### config.mk
export PLATFORM = sky130hd
export DESIGN_NAME = mfb_ctrl
export DESIGN_NICKNAME = d
export VERILOG_FILES = /design/src/rtl/mfb_pkg.sv /design/src/rtl/mfb_ctrl.sv
export VERILOG_INCLUDE_DIRS = /design/src /design/src/rtl
export SDC_FILE = /design/constraint.sdc
export NUM_CORES = 1
export LEC_CHECK = 0
export BUFFER_PORTS_ARGS = -buffer_cell sky130_fd_sc_hd__clkbuf_2
export CORE_MARGIN = 4
export CORE_UTILIZATION = 50
export CTS_BUF_LIST = sky130_fd_sc_hd__clkbuf_8
export DETAILED_ROUTE_END_ITERATION = 10
export GPL_ROUTABILITY_DRIVEN = 0
export PLACE_DENSITY_LB_ADDON = 0.1
export SETUP_SLACK_MARGIN = 0.15
export SLEW_MARGIN = 20
export SYNTH_ARGS = -nofsm -noshare
export SYNTH_HDL_FRONTEND = slang
export SYNTH_SLANG_ARGS = --single-unit
### constraint.sdc
create_clock -name clk -period 1.7 [get_ports clk]
set_input_delay 0.085 -clock clk [delete_from_list [all_inputs] [get_ports clk]]
set_output_delay 0.085 -clock clk [all_outputs]
set_load 0.02 [all_outputs]
### src/rtl/mono_framebuffer_draw_engine_core_defines.svh
// ----------------------------------------------------------------------------
// Frame-store draw engine assertion macros
// Shared concurrent assertion forms used by the draw engine modules.
// ----------------------------------------------------------------------------
`ifndef MONO_FRAMEBUFFER_DRAW_ENGINE_CORE_DEFINES_SVH
`define MONO_FRAMEBUFFER_DRAW_ENGINE_CORE_DEFINES_SVH

// Implication checked on every clock edge outside reset.
`define MFB_ASSERT_IMPL(label, clk, rst_n, ante, cons, msg) \
  label: assert property (@(posedge clk) disable iff (!rst_n) (ante) |-> (cons)) \
    else $error(msg);

// Next-cycle implication checked outside reset.
`define MFB_ASSERT_NEXT(label, clk, rst_n, ante, cons, msg) \
  label: assert property (@(posedge clk) disable iff (!rst_n) (ante) |=> (cons)) \
    else $error(msg);

`endif

### src/rtl/mfb_pkg.sv
// ----------------------------------------------------------------------------
// Frame-store draw engine package
// Command codes, controller states and controller/datapath command types.
// ----------------------------------------------------------------------------
package mfb_pkg;

  typedef enum logic [2:0] {
    CMD_CLEAR  = 3'd0,
    CMD_POINT  = 3'd1,
    CMD_LINE   = 3'd2,
    CMD_CIRCLE = 3'd3,
    CMD_FCIRC  = 3'd4,
    CMD_FRECT  = 3'd5,
    CMD_IRECT  = 3'd6,
    CMD_READ   = 3'd7
  } cmd_t;

  // Pixel write modes.
  typedef enum logic [1:0] {
    MODE_CLR = 2'd0,
    MODE_SET = 2'd1,
    MODE_INV = 2'd2
  } pmode_t;

  typedef enum logic [3:0] {
    ST_IDLE,
    ST_CLEAR,
    ST_PIX_RD,
    ST_PIX_WR,
    ST_LINE_SETUP,
    ST_LINE,
    ST_CIRC_PTS,
    ST_CIRC_INIT,
    ST_RECT,
    ST_READ,
    ST_READ_WAIT,
    ST_DONE
  } state_t;

  // Where the pixel sequencer returns after a read-modify-write.
  typedef enum logic [1:0] {
    RET_DONE = 2'd0,
    RET_LINE = 2'd1,
    RET_CIRC = 2'd2,
    RET_RECT = 2'd3
  } ret_t;

  typedef struct packed {
    logic load;       // capture the request fields
    logic clr_start;  // restart the clear sweep
    logic clr_step;   // write one zero byte and advance
    logic pix_rd;     // read the byte under the current pixel
    logic pix_wr;     // write the modified byte back
    logic pt_a;       // current pixel comes from x_a/y_a
    logic pt_circ;    // current pixel is the selected circle outline point
    logic line_setup; // derive deltas for a span or a line
    logic line_step;  // one Bresenham step
    logic circ_init;  // start the circle walk
    logic circ_pt;    // select the next of eight points or four spans
    logic circ_step;  // midpoint update
    logic rect_init;
    logic rect_step;
    logic rd_issue;   // read the requested page byte
    logic rd_capture;
  } ctl_t;

  typedef struct packed {
    logic clr_last;
    logic line_end;
    logic circ_sub_last; // last point or span of this octant step
    logic circ_done;     // x > y
    logic rect_empty;
    logic rect_last;
    logic filled;
  } sts_t;

endpackage

### src/rtl/mfb_ctrl.sv
// ----------------------------------------------------------------------------
// Frame-store draw engine controller
// Sequences clear, pixel, line, circle, rectangle and read requests.
// ----------------------------------------------------------------------------
`include "mono_framebuffer_draw_engine_core_defines.svh"
module mfb_ctrl (
  input  logic          clk,
  input  logic          rst_n,
  input  logic          in_tvalid,
  output logic          in_tready,
  input  logic [2:0]    command,
  output logic          out_tvalid,
  input  logic          out_tready,
  output mfb_pkg::ctl_t ctl,
  input  mfb_pkg::sts_t sts
);
  import mfb_pkg::*;

  state_t state_r, state_nxt;
  ret_t   ret_r, ret_nxt;
  logic   busy_clr_r;
  logic   accept;

  // Reset runs the clear sweep before any request is taken.
  assign in_tready  = (state_r == ST_IDLE) && !busy_clr_r;
  assign out_tvalid = (state_r == ST_DONE);
  assign accept     = in_tvalid && in_tready;

  always_ff @(posedge clk) begin
    if (!rst_n) begin
      state_r    <= ST_CLEAR;
      ret_r      <= RET_DONE;
      busy_clr_r <= 1'b1;
    end else begin
      state_r <= state_nxt;
      ret_r   <= ret_nxt;
      if (state_r == ST_CLEAR && sts.clr_last) begin
        busy_clr_r <= 1'b0;
      end
    end
  end

  always_comb begin
    state_nxt = state_r;
    ret_nxt   = ret_r;
    case (state_r)
      ST_IDLE: begin
        if (accept) begin
          case (cmd_t'(command))
            CMD_CLEAR: state_nxt = ST_CLEAR;
            CMD_POINT: begin state_nxt = ST_PIX_RD; ret_nxt = RET_DONE; end
            CMD_LINE: state_nxt = ST_LINE_SETUP;
            CMD_CIRCLE, CMD_FCIRC: state_nxt = ST_CIRC_INIT;
            CMD_FRECT, CMD_IRECT: state_nxt = ST_RECT;
            default: state_nxt = ST_READ;
          endcase
        end
      end
      // The sweep after reset has no request behind it and gives no result.
      ST_CLEAR: if (sts.clr_last) state_nxt = busy_clr_r ? ST_IDLE : ST_DONE;
      ST_PIX_RD: state_nxt = ST_PIX_WR;
      ST_PIX_WR: begin
        case (ret_r)
          RET_LINE: state_nxt = sts.line_end ? (sts.filled ? ST_CIRC_PTS : ST_DONE)
                                             : ST_LINE;
          RET_CIRC: state_nxt = ST_CIRC_PTS;
          RET_RECT: state_nxt = sts.rect_last ? ST_DONE : ST_RECT;
          default:  state_nxt = ST_DONE;
        endcase
      end
      ST_LINE_SETUP: begin state_nxt = ST_PIX_RD; ret_nxt = RET_LINE; end
      ST_LINE:       state_nxt = ST_PIX_RD;
      ST_CIRC_PTS: begin
        if (sts.circ_done) begin
          state_nxt = ST_DONE;
        end else if (sts.filled) begin
          state_nxt = ST_LINE_SETUP;
        end else begin
          state_nxt = ST_PIX_RD;
          ret_nxt   = RET_CIRC;
        end
      end
      ST_CIRC_INIT: state_nxt = ST_CIRC_PTS;
      ST_RECT: begin
        if (sts.rect_empty) begin
          state_nxt = ST_DONE;
        end else begin
          state_nxt = ST_PIX_RD;
          ret_nxt   = RET_RECT;
        end
      end
      ST_READ:      state_nxt = ST_READ_WAIT;
      ST_READ_WAIT: state_nxt = ST_DONE;
      ST_DONE:      if (out_tready) state_nxt = ST_IDLE;
      default:      state_nxt = ST_IDLE;
    endcase
  end

  // The first visit to the rectangle state after a request starts the walk.
  logic first_r;
  always_ff @(posedge clk) begin
    if (!rst_n) begin
      first_r <= 1'b0;
    end else if (accept) begin
      first_r <= 1'b1;
    end else if (state_r == ST_RECT) begin
      first_r <= 1'b0;
    end
  end

  always_comb begin
    ctl = '0;
    case (state_r)
      ST_IDLE: begin
        ctl.load      = accept;
        ctl.clr_start = accept;
      end
      ST_CLEAR: ctl.clr_step = 1'b1;
      ST_PIX_RD: begin
        ctl.pix_rd  = 1'b1;
        ctl.pt_a    = (ret_r == RET_DONE);
        ctl.pt_circ = (ret_r == RET_CIRC);
      end
      ST_PIX_WR: begin
        ctl.pix_wr = 1'b1;
        if (ret_r == RET_LINE && !sts.line_end) ctl.line_step = 1'b1;
        if (ret_r == RET_RECT && !sts.rect_last) ctl.rect_step = 1'b1;
        if ((ret_r == RET_CIRC) || (ret_r == RET_LINE && sts.line_end && sts.filled)) begin
          if (sts.circ_sub_last) ctl.circ_step = 1'b1;
          else ctl.circ_pt = 1'b1;
        end
      end
      ST_LINE_SETUP: ctl.line_setup = 1'b1;
      ST_CIRC_INIT: ctl.circ_init = 1'b1;
      ST_RECT: if (first_r) ctl.rect_init = 1'b1;
      ST_READ: ctl.rd_issue = 1'b1;
      ST_READ_WAIT: ctl.rd_capture = 1'b1;
      default: ctl = '0;
    endcase
  end

  `MFB_ASSERT_IMPL(a_rdy, clk, rst_n, in_tready, !out_tvalid, "ready while result pending")
  `MFB_ASSERT_NEXT(a_hold, clk, rst_n, out_tvalid && !out_tready, out_tvalid, "result dropped")
  `MFB_ASSERT_IMPL(a_ld, clk, rst_n, ctl.load, state_r == ST_IDLE, "load outside idle")

endmodule

==> flow_metrics.env <==
export IMPL_synth_compound_area_frac=0.2987
export IMPL_synthXorXnorAreaFrac=0.01025
export IMPL_reg2reg_from="state_r[2]"
export IMPL_yosysSeqAreaShare=0.1874
export IMPL_wl_per_cell_um=15.19
export IMPL_required_ps=1620
export IMPL_final_common_cell="clkbuf_2"
export IMPL_ys_warn_count=0
export IMPL_synth_top_family_by_area="simple AND/OR/NAND/NOR gates"
export IMPL_grt_ovfl_total=0
export IMPL_startpoint_type="flop"
export IMPL_drtIter0Drc=32
export IMPL_synth_seq_cells=8
export IMPL_grtUsageTotal=0.2294
export IMPL_final_nets=177
export IMPL_place_port_buffers=31
export IMPL_avgSynthCellArea_um2=7.121
export IMPL_finalHoldViolations=0
export IMPL_initial_core_util=0.5482
export IMPL_synth_simple_area_share=0.3982
export IMPL_cp_common_cell="buf_6"
export IMPL_drc=0
export IMPL_p_total_uw=1869
export IMPL_die_h_um=49.34
export IMPL_yosys_top_cells_area="dfxtp_1 (19%), nand2_1 (5.7%), nor2_1 (4.4%)"
export IMPL_status="completed"
export IMPL_slowest_delay_ps=490
export IMPL_synth_largest_area_cell="dfxtp_1"
export IMPL_path_clk_slew_ps=40
export IMPL_area_growth_synth_to_final_pct=53.73
export IMPL_grt_pass1_wl_um=4429
export IMPL_muxShareOfSynthArea=0.01171
export IMPL_async_reset_ff_frac=0
export IMPL_instances_no_fill=177
export IMPL_vdd_drop_max_uv=1081
export IMPL_synth_top_flop_cell="dfxtp_1"
export IMPL_fmax_ghz=0.5908
export IMPL_drive_gt1_frac=0.4720
export IMPL_layout_common_cells="clkbuf_2 (23), buf_4 (21), nand2_1 (13)"
export IMPL_antenna_left=0
export IMPL_vias_per_cell=6.136
export IMPL_vias=1086
export IMPL_h_tree_depth=1
export IMPL_drt_pass1_iterations=4
export IMPL_slew_violations=0
export IMPL_setup_viol=0
export IMPL_path_class="reg -> out"
export IMPL_max_slew_margin=0.7915
export IMPL_drt_wl_total_um=2688
export IMPL_syn_num_nets=134
export IMPL_crit_chain="buf_6, or4_4, buf_6, nor2_4, buf_8"
export IMPL_cp_max_fo=5
export IMPL_cp_num_buf_inv=3
export IMPL_synth_edf_count=0
export IMPL_ctsHoldBuffers=0
export IMPL_rsz0062_at_grt="yes"
export IMPL_clock_latency_ps=230
export IMPL_syn_cell_area_um2=854.6
export IMPL_fin_crit_sh=0.9957
export IMPL_hp_class="in -> reg"
export IMPL_end_kind="primary output"
export IMPL_cp_startpoint="state_r[2]"
export IMPL_cts_buffers=3
export IMPL_coreArea_um2=1559
export IMPL_cap_viol_max_count=0
export IMPL_n_fill_cell=100
export IMPL_diodes=0
export IMPL_holdWs_ps=58.18
export IMPL_row_count=14
export IMPL_ios=32
export IMPL_clock_sinks=8
export IMPL_antenna_found_initial=0
export IMPL_multiInputGateArea_um2=734.5
export IMPL_finalClockSkew_ps=3.409
export IMPL_post_route_min_period_ps=1693
export IMPL_synth_distinct_cells=45
export IMPL_regArea_um2=173.9
export IMPL_synth_fa_ha_area_frac=0
export IMPL_min_from="rst_n"
export IMPL_power_density_nw_per_um2=1422
export IMPL_place_hpwl_um=1901
export IMPL_cts_tree="built"
export IMPL_crit_arrival_ps=1610
export IMPL_place_inst=171
export IMPL_cts_root_buf="clkbuf_8"
export IMPL_die_area_um2=2434
export IMPL_cp_slowest_cell="or4_4"
export IMPL_synthCells=120
export IMPL_path_delay_family="simple AND/OR/NAND/NOR gates"
export IMPL_worstMarginPinSlew_ps=310.2
export IMPL_synth_top_area_frac=0.1874
export IMPL_clockBufferDepth=2
export IMPL_grt_pass1_vias=1033
export IMPL_die_w_um=49.34
export IMPL_grt_max_degree=15
export IMPL_p_leak_uw=0.0005570
==> report_power, final <==
part	total (µW)	internal, µW	switching [µW]
clock	231	154	77.8
combinational	1250	596	653
sequential	389	254	135
==> metrics by stage <==
stage | cell area [µm²] | TNS, ps | util | setup WS [ps]
final | 1314 | 0 | 0.8427 | 7.385
after global routing | 1314 | -168.7 | 0.8427 | -43.03
after CTS | 1240 | 0 | 0.7953 | 2.019
after detailed placement | 1087 | 0 | 0.6974 | 25.57
after global placement | 1087 | 0 | 0.6974 | 35.95
after floorplan | 868.3 | -54.48 | - | -54.48
==> final timing paths <==
kind | to | slack, ps | cells after the start
worst max-delay path | ctl[14] | 7 | 5
worst min-delay path | busy_clr_r | 60 | 2
worst max register to register | first_r | 60 | 8
worst min register to register | first_r | 510 | 2
==> Yosys cell counts (2+ instances only) <==
| master | number |
|---|---|
| a2111oi_0 | 2 |
| a21o_1 | 3 |
| a21oi_1 | 6 |
| a221o_1 | 2 |
| a311oi_1 | 3 |
| and3_1 | 2 |
| buf_2 | 4 |
| buf_6 | 2 |
| clkbuf_1 | 3 |
| dfxtp_1 | 8 |
| inv_1 | 5 |
| nand2_1 | 13 |
| nand2b_1 | 5 |
| nor2_1 | 10 |
| nor2b_1 | 4 |
| nor3_1 | 5 |
| nor3b_1 | 5 |
| nor4_1 | 2 |
| nor4b_1 | 2 |
| o21ai_0 | 7 |
| o31ai_1 | 2 |
| or4_1 | 2 |
==> worst register-to-register path, delay by kind of cell (launching register included) <==
family                 cells  cell delay (ps)
AND/OR/NAND/NOR            3              710
buffers and inverters      4              480
flip-flops                 1              350
AO/OA/AOI/OAI              1               40
==> what timing repair did <==
item,in CTS,in global routing
setup endpoints to repair,17,18
setup buffers,2,1
pin swaps,6,3
resized for setup,26,22
==> per-layer routing <==
| layer | wire (µm) | vias up | GRT usage | share of wire |
|---|---|---|---|---|
| met3 | 193 | 7 | 0.03364 | 0.072 |
| met4 | 55 | 0 | 0.1280 | 0.020 |
| met2 | 1331 | 48 | 0.3683 | 0.50 |
| met1 | 1107 | 496 | 0.2894 | 0.41 |
| li1 | - | 535 | - | - |
| met5 | 0 | - | 0 | 0 |
==> cells by family after synthesis <==
logic type,count (synthesis)
XOR/XNOR,1
flip-flops,8
multiplexers,1
AO/OA/AOI/OAI,36
AND/OR/NAND/NOR,59
buffers and inverters,15
==> sequential cells by signal, summed over array words and instances (netlist names) <==
register	count
state_r	4
ret_r	2
busy_clr_r	1
first_r	1
==> layout make-up <==
type / count / share of cell area
Sequential cell: 8 / 0.1324
Timing Repair Buffer: 48 / 0.2476
Inverter: 5 / 0.01429
Tap cell: 16 / 0.01524
Clock buffer: 3 / 0.03143
Multi-Input combinational cell: 97 / 0.5590
No activity file was read; power rests on OpenSTA's default activity.
